File: config.mk
export PLATFORM = sky130hd
export DESIGN_NAME = rgbe_result_buf
export DESIGN_NICKNAME = d
export VERILOG_FILES = /design/src/design/rgb_neighbour_edge_map_core_defines.svh /design/src/design/rgbe_pkg.sv /design/src/design/rgbe_result_buf.sv
export SDC_FILE = /design/constraint.sdc
export NUM_CORES = 1
export LEC_CHECK = 0
export ABC_CLOCK_PERIOD_IN_PS = 3700
export BUFFER_PORTS_ARGS = -buffer_cell sky130_fd_sc_hd__buf_2
export CAP_MARGIN = 20
export CORE_ASPECT_RATIO = 1.25
export CORE_MARGIN = 5
export CORE_UTILIZATION = 52
export DETAILED_ROUTE_END_ITERATION = 12
export GPL_TIMING_DRIVEN = 0
export MAX_ROUTING_LAYER = met4
export PLACE_DENSITY = 0.92
export SLEW_MARGIN = 10
export SYNTH_ARGS = -nofsm -noshare
export SYNTH_HDL_FRONTEND = slang
export SYNTH_SLANG_ARGS = --single-unit
export TNS_END_PERCENT = 30
File: constraint.sdc
create_clock -name clk -period 3.7 [get_ports clk]
set_input_delay 0.185 -clock clk [delete_from_list [all_inputs] [get_ports clk]]
set_output_delay 0.185 -clock clk [all_outputs]
set_load 0.03 [all_outputs]
File: src/design/rgb_neighbour_edge_map_core_defines.svh
// assertion macros for the rgb neighbour edge map core
// used by the top level only; expects clk and rst_n in scope
`ifndef RGB_NEIGHBOUR_EDGE_MAP_CORE_DEFINES_SVH
`define RGB_NEIGHBOUR_EDGE_MAP_CORE_DEFINES_SVH

// consequent checked in the same cycle as the antecedent
`define RGBE_ASSERT_SAME(label, ante, cons, msg) \
  label: assert property (@(posedge clk) disable iff (!rst_n) (ante) |-> (cons)) \
    else $error(msg);

// consequent checked in the cycle after the antecedent
`define RGBE_ASSERT_NEXT(label, ante, cons, msg) \
  label: assert property (@(posedge clk) disable iff (!rst_n) (ante) |=> (cons)) \
    else $error(msg);

`endif

File: src/design/rgbe_pkg.sv
// shared types, constants and the pixel compare function of the edge map core
// no dependencies
`default_nettype none

package rgbe_pkg;

  localparam int MAX_WIDTH  = 1024;
  localparam int MAX_HEIGHT = 4096;

  localparam int CH_W      = 8;
  localparam int PIX_W     = 3 * CH_W;
  localparam int THR_W     = 8;
  localparam int IW_W      = 11;
  localparam int IH_W      = 13;
  localparam int COL_W     = (MAX_WIDTH > 2) ? $clog2(MAX_WIDTH) : 1;
  localparam int ROW_W     = 12;
  localparam int OUT_COL_W = 10;
  localparam int OUT_ROW_W = 12;
  localparam int FLG_DEPTH = (MAX_WIDTH + 1) / 2;
  localparam int FLG_AW    = (FLG_DEPTH > 1) ? $clog2(FLG_DEPTH) : 1;
  localparam int CFG_AW    = 4;
  localparam int CFG_DW    = 32;
  localparam int RES_MAX   = 3;

  localparam logic [THR_W-1:0] THR_RESET    = THR_W'(100);
  localparam logic [IW_W-1:0]  WIDTH_RESET  = IW_W'(640);
  localparam logic [IH_W-1:0]  HEIGHT_RESET = IH_W'(480);

  // register index, taken from paddr[3:2]
  localparam logic [1:0] REG_THRESHOLD = 2'd0;
  localparam logic [1:0] REG_WIDTH     = 2'd1;
  localparam logic [1:0] REG_HEIGHT    = 2'd2;

  typedef logic [PIX_W-1:0]  pixel_t;
  typedef logic [COL_W-1:0]  col_t;
  typedef logic [COL_W:0]    wcnt_t;
  typedef logic [ROW_W-1:0]  row_t;
  typedef logic [ROW_W:0]    hcnt_t;
  typedef logic [FLG_AW-1:0] fidx_t;

  typedef struct packed {
    logic                 done;
    logic                 last;
    logic                 edge_flag;
    logic [OUT_ROW_W-1:0] row;
    logic [OUT_COL_W-1:0] col;
  } res_t;

  typedef struct packed {
    res_t [RES_MAX-1:0] slots;
    logic [1:0]         cnt;
  } rb_load_t;

  typedef struct packed {
    logic re;
    col_t col;
  } ls_rd_t;

  typedef struct packed {
    logic   we;
    col_t   col;
    pixel_t pix;
    logic   flg_lo_we;
    logic   flg_lo;
    logic   flg_hi_we;
    logic   flg_hi;
  } ls_wr_t;

  // any channel apart by more than the threshold
  function automatic logic pixels_differ(pixel_t a, pixel_t b, logic [THR_W-1:0] thr);
    logic            d;
    logic [CH_W-1:0] x;
    logic [CH_W-1:0] y;
    logic [CH_W-1:0] m;
    d = 1'b0;
    for (int k = 0; k < 3; k++) begin
      x = a[k*CH_W +: CH_W];
      y = b[k*CH_W +: CH_W];
      m = (x > y) ? (x - y) : (y - x);
      if (m > thr) d = 1'b1;
    end
    return d;
  endfunction

endpackage

`default_nettype wire

File: src/design/rgbe_result_buf.sv
// output register holding up to three results of one pixel, drained in order
// depends on rgbe_pkg
`default_nettype none

module rgbe_result_buf (
  input  logic               clk,
  input  logic               rst_n,
  input  logic               load_en,
  input  rgbe_pkg::rb_load_t load,
  output logic               free,
  output logic               out_valid,
  input  logic               out_ready,
  output rgbe_pkg::res_t     out_res
);

  rgbe_pkg::res_t [rgbe_pkg::RES_MAX-1:0] slot_r;
  rgbe_pkg::res_t [rgbe_pkg::RES_MAX-1:0] slot_nxt;
  logic [1:0] cnt_r;
  logic [1:0] cnt_nxt;
  logic [1:0] idx_r;
  logic [1:0] idx_nxt;
  logic       last_one;
  logic       out_fire;

  assign out_valid = (cnt_r != 2'd0);
  assign out_fire  = out_valid && out_ready;
  assign last_one  = (idx_r == (cnt_r - 2'd1));
  assign free      = !out_valid || (out_ready && last_one);

  // flag the final result of the run
  always_comb begin
    slot_nxt = load.slots;
    for (int i = 0; i < rgbe_pkg::RES_MAX; i++) begin
      slot_nxt[i].last = (2'(i) == (load.cnt - 2'd1));
    end
  end

  always_comb begin
    cnt_nxt = cnt_r;
    idx_nxt = idx_r;
    if (load_en) begin
      cnt_nxt = load.cnt;
      idx_nxt = 2'd0;
    end else if (out_fire) begin
      if (last_one) begin
        cnt_nxt = 2'd0;
        idx_nxt = 2'd0;
      end else begin
        idx_nxt = idx_r + 2'd1;
      end
    end
  end

  always_ff @(posedge clk) begin
    if (!rst_n) begin
      cnt_r <= 2'd0;
      idx_r <= 2'd0;
    end else begin
      cnt_r <= cnt_nxt;
      idx_r <= idx_nxt;
    end
  end

  always_ff @(posedge clk) begin
    if (load_en) slot_r <= slot_nxt;
  end

  always_comb begin
    unique case (idx_r)
      2'd0:    out_res = slot_r[0];
      2'd1:    out_res = slot_r[1];
      default: out_res = slot_r[2];
    endcase
  end

endmodule

`default_nettype wire

After elaboration in Yosys (flattened, before gate mapping)
Index checks and enable logic that the tools add are counted.
- reduce and logical (&&, ||, !) cells: 11
- eq/ne operators: 4
- add/sub/neg operators: 3
- bitwise logic cells: 1
- multiplexer cells: 5
- operator list (kind ; count):
    $pmux 25 s2 ; 1
    $mux 2 ; 4
    $reduce_bool 2->1 ; 3
    $logic_not 2->1 ; 2
    $sub 2x1->2 const B ; 2
    $add 2x1->2 const B ; 1
    $eq 1x2->1 const A ; 1
    $eq 2x1->1 const B ; 1
    $eq 2x2->1 ; 1
    $eq 2x2->1 const A ; 1
    $logic_and 1x1->1 ; 2
    $reduce_and 2->1 ; 1
    $reduce_or 2->1 ; 1
    $logic_not 1->1 ; 1
    $logic_or 1x1->1 ; 1
    $not 1->1 ; 1
- word-level logic and storage cells: 41
- output and inout port bits: 27
- register bits: 79
- input bits: 81

Longest topological paths before layout
- depth in word-level cells: 5
- mapped depth: 7

Worst setup path before layout
Ideal clock, no wire load.
- path kind: register to output
- start point: register cnt_r[0]
- end point: output free
- required time: 3.515 ns
- arrival time: 1.733 ns
- slack: 1.782 ns
- cell stages (with the launch flop): 6
- path through: dfxtp_1 inv_1 ha_1 xnor2_1 or2_1 o21ai_0
- longest elaborated chain between the ends: 4
- elaborated cells between the ends (all ways): 6
- those cells by class: add/sub (1); eq/ne (1); reduce/logical (4)
- ends and longest elaborated chain (what ; RTL line ; text):
    start, declared ; rgbe_result_buf.sv:18 ; logic [1:0] cnt_r;
    start signal, assigned ; rgbe_result_buf.sv:59 ; cnt_r <= cnt_nxt;
    $sub 2x1->2 ; rgbe_result_buf.sv:27 ; assign last_one = (idx_r == (cnt_r - 2'd1));
    $eq 2x2->1 ; rgbe_result_buf.sv:27 ;
    $logic_and 1x1->1 ; rgbe_result_buf.sv:28 ; assign free = !out_valid || (out_ready && last_one);
    $logic_or 1x1->1 (*) ; rgbe_result_buf.sv:28 ;
    end, declared ; rgbe_result_buf.sv:10 ; output logic free,
Every way passes the cells marked *; elsewhere a longest branch is shown, timed or not.

==> results.txt <==
Status - completed
Power per cell area - 474 nW/um2
Post-CTS setup buffers - 0
Drt via density - 4.99
Fin crit period - 2.37 ns
Number of synthesized register bits - 79
RSZ-0062 raised after global routing - no
Max FO, Critical Path - 10
DRT Pass-1 Iters - 4
Layout cell share with drive strength beyond 1 - 35.2%
Syn Nets - 275
Routed Antenna Nets - 0
Largest net degree at the start of global routing - 78
Final Wtd Congestion - 0.824
Clk_lat worst skew - 0.34 ns
Worst Skew - 0.000219 ns
Syn Area/Cell - 15.4 um2
Worst Tran Pin Value - 0.516 ns
Die Y - 94 um
Crit Path Category - reg -> out
Worst endpoint data arrival time - 2.19 ns
Leakage - 1.77 nW
First-pass GRT wire length - 11200 um
GRT Total Usage - 21.1%
TNS Setup - 0 ns
Final wirelength - 7280 um
I/O Buffers - 104
Most common cell after layout, fill and taps aside - buf_2
Post-synthesis sequential area ratio - 79.5%
Critical Path RT - 3.51 ns
Synth warnings - 0
Die ar. - 7260 um2
Non-filler cells, final - 425
CP Capture Type - output port
Synth-to-Final Area Change - 45.4%
Final period utilization - 64.1%
Sink Count - 79
GRT overflow - 0
Post-synthesis cell area - 2940 um2
Critical path startpoint category - register
Commonest cells after routing, fill and taps aside - buf_2, edfxtp_1, nand2_1
Rows - 30
Vias in the first global route - 2333
Initial Utilization - 53.9%
MaxCap Viol Count - 0
CTS Root Cell - clkbuf_8
Dpl hpwl - 4410 um
Top post-synthesis cells by area - edfxtp_1, a22oi_1, nand2_1
Max-slew violation count - 0
Initial DRC count - 127
Final hold vios - 0
Worst hold-check path type - in -> reg
Area leader, netlist - edfxtp_1
Worst Setup SP - idx_r[0]$_SDFFE_PP0P_
Layout Nets - 440
Syn Inst Count - 191
DP Worst Slack - 1.69 ns
CTS buffer count - 9
Clock transition at the registers of the reported paths - 0.07 ns
Core area - 5440 um2
Worst Min Path Start - load[66]
Worst ir drop on vdd - 0.404 mV
CTS tree - yes
Routed length per placed instance - 17.1 um
Netlist cell types - 22
Setup violators final - 0
DR DRC count - 0
Antenna cells - 0
Area share of the largest cell type after synthesis - 76.7%
Reg-to-reg critical path startpoint - cnt_r[0]$_SDFFE_PN0P_
H-tree levels - 3
Final Worst Setup Slack - 1.33 ns
Antenna violations before repair - 0
Ports - 108
Inst Count DP - 360
Die X-Extent - 77.2 um
Peak Freq - 422 MHz
Slew HR - 65.6%
Maximum clock insertion buffer count - 2
Vias - 2120
[flip-flops by register name (all words and copies together) (netlist names)]
name    count
idx_r       2
slot_r     75
cnt_r       2
[report_power, final]
| group | leakage [nW] | internal [mW] | switching (mW) | total [mW] |
|---|---|---|---|---|
| Sequential | 0.766 | 1.05 | 0.0209 | 1.07 |
| Clock | 0.104 | 0.378 | 0.303 | 0.681 |
| Combinational | 0.895 | 0.115 | 0.153 | 0.268 |
| Total | 1.77 | 1.55 | 0.477 | 2.02 |
[layer usage]
layer,vias to the layer above,wire (um),part of all wire (%),GRT usage [%]
met2,78,4240,58,37.9
li1,1037,-,-,-
met3,14,344,4.7,5.66
met4,0,178,2.4,9.46
met1,991,2520,35,21.3
met5,-,0,0,-
[through the flow]
| step | instance area, um2 | power, mW | utilization [%] | hold slack, ns |
|---|---|---|---|---|
| after floorplan | 2940 | 1.21 | - | 0.284 |
| after global placement | 3540 | 1.30 | 65.0 | 0.362 |
| after detailed placement | 3570 | 1.32 | 65.5 | 0.363 |
| after CTS | 4230 | 2.03 | 77.7 | 0.0000183 |
| after global routing | 4270 | 2.10 | 78.4 | 0.000543 |
| final | 4270 | 2.02 | 78.4 | 0.0153 |
[cells in the mapped netlist]
cell      number
nor2b_1        2
inv_1          6
buf_2          6
a22o_2         1
nand3_1        2
nor2_1         1
o31ai_1        2
a21oi_1        1
nand2_1       50
a22oi_1       25
o21ai_0        1
a32o_1         1
edfxtp_1      75
or2_1          1
xnor2_1        2
nand2b_1       2
ha_1           3
nor3_1         2
and2_1         1
nor2_2         1
dfxtp_1        4
clkbuf_1       2
[cell families (layout without fill, tap and decap cells)]
| kind of cell | Yosys count | count (layout) | share of synthesized area, % |
|---|---|---|---|
| adder cells (fa/ha/maj) | 3 | 3 | 1.28 |
| flip-flops | 79 | 79 | 79.5 |
| buffers and inverters | 14 | 184 | 2.05 |
| AO/OA/AOI/OAI | 31 | 31 | 7.93 |
| XOR/XNOR | 2 | 2 | 0.597 |
| AND/OR/NAND/NOR | 62 | 62 | 8.70 |
[worst paths after layout]
check	end	cells after the start	slack (ns)
max	out_res[6]	8	1.33
min	slot_r[64]$_DFFE_PP_	1	0.02
max reg2reg	idx_r[1]$_SDFFE_PP0P_	5	2.23
min reg2reg	cnt_r[1]$_SDFFE_PN0P_	2	0.49
[area by class of cell]
| cell class | count | area, um2 |
|---|---|---|
| multi-input cells | 98 | 543 |
| inverters | 6 | 22.5 |
| well taps | 64 | 80.1 |
| fillers | 300 | 1170 |
| clock inverters | 6 | 85.1 |
| flip-flops and latches | 79 | 2330 |
| repair buffers | 154 | 1040 |
| clock buffers | 10 | 128 |
| plain buffers | 8 | 37.5 |
[repair_timing]
item | in CTS | in global routing
resized for setup | 0 | 0
endpoints found under the hold margin | 45 | 4
hold buffers | 45 | 4
[critical path: stages, from the launching register on]
cell     delay, ns
dfxtp_1       0.41
inv_1         0.07
ha_1          0.18
buf_2         0.16
nor2_2        0.31
buf_2         0.31
nand2_1       0.09
nand2_1       0.09
buf_2         0.21
Note: power is estimated with default switching activity, not from simulation.
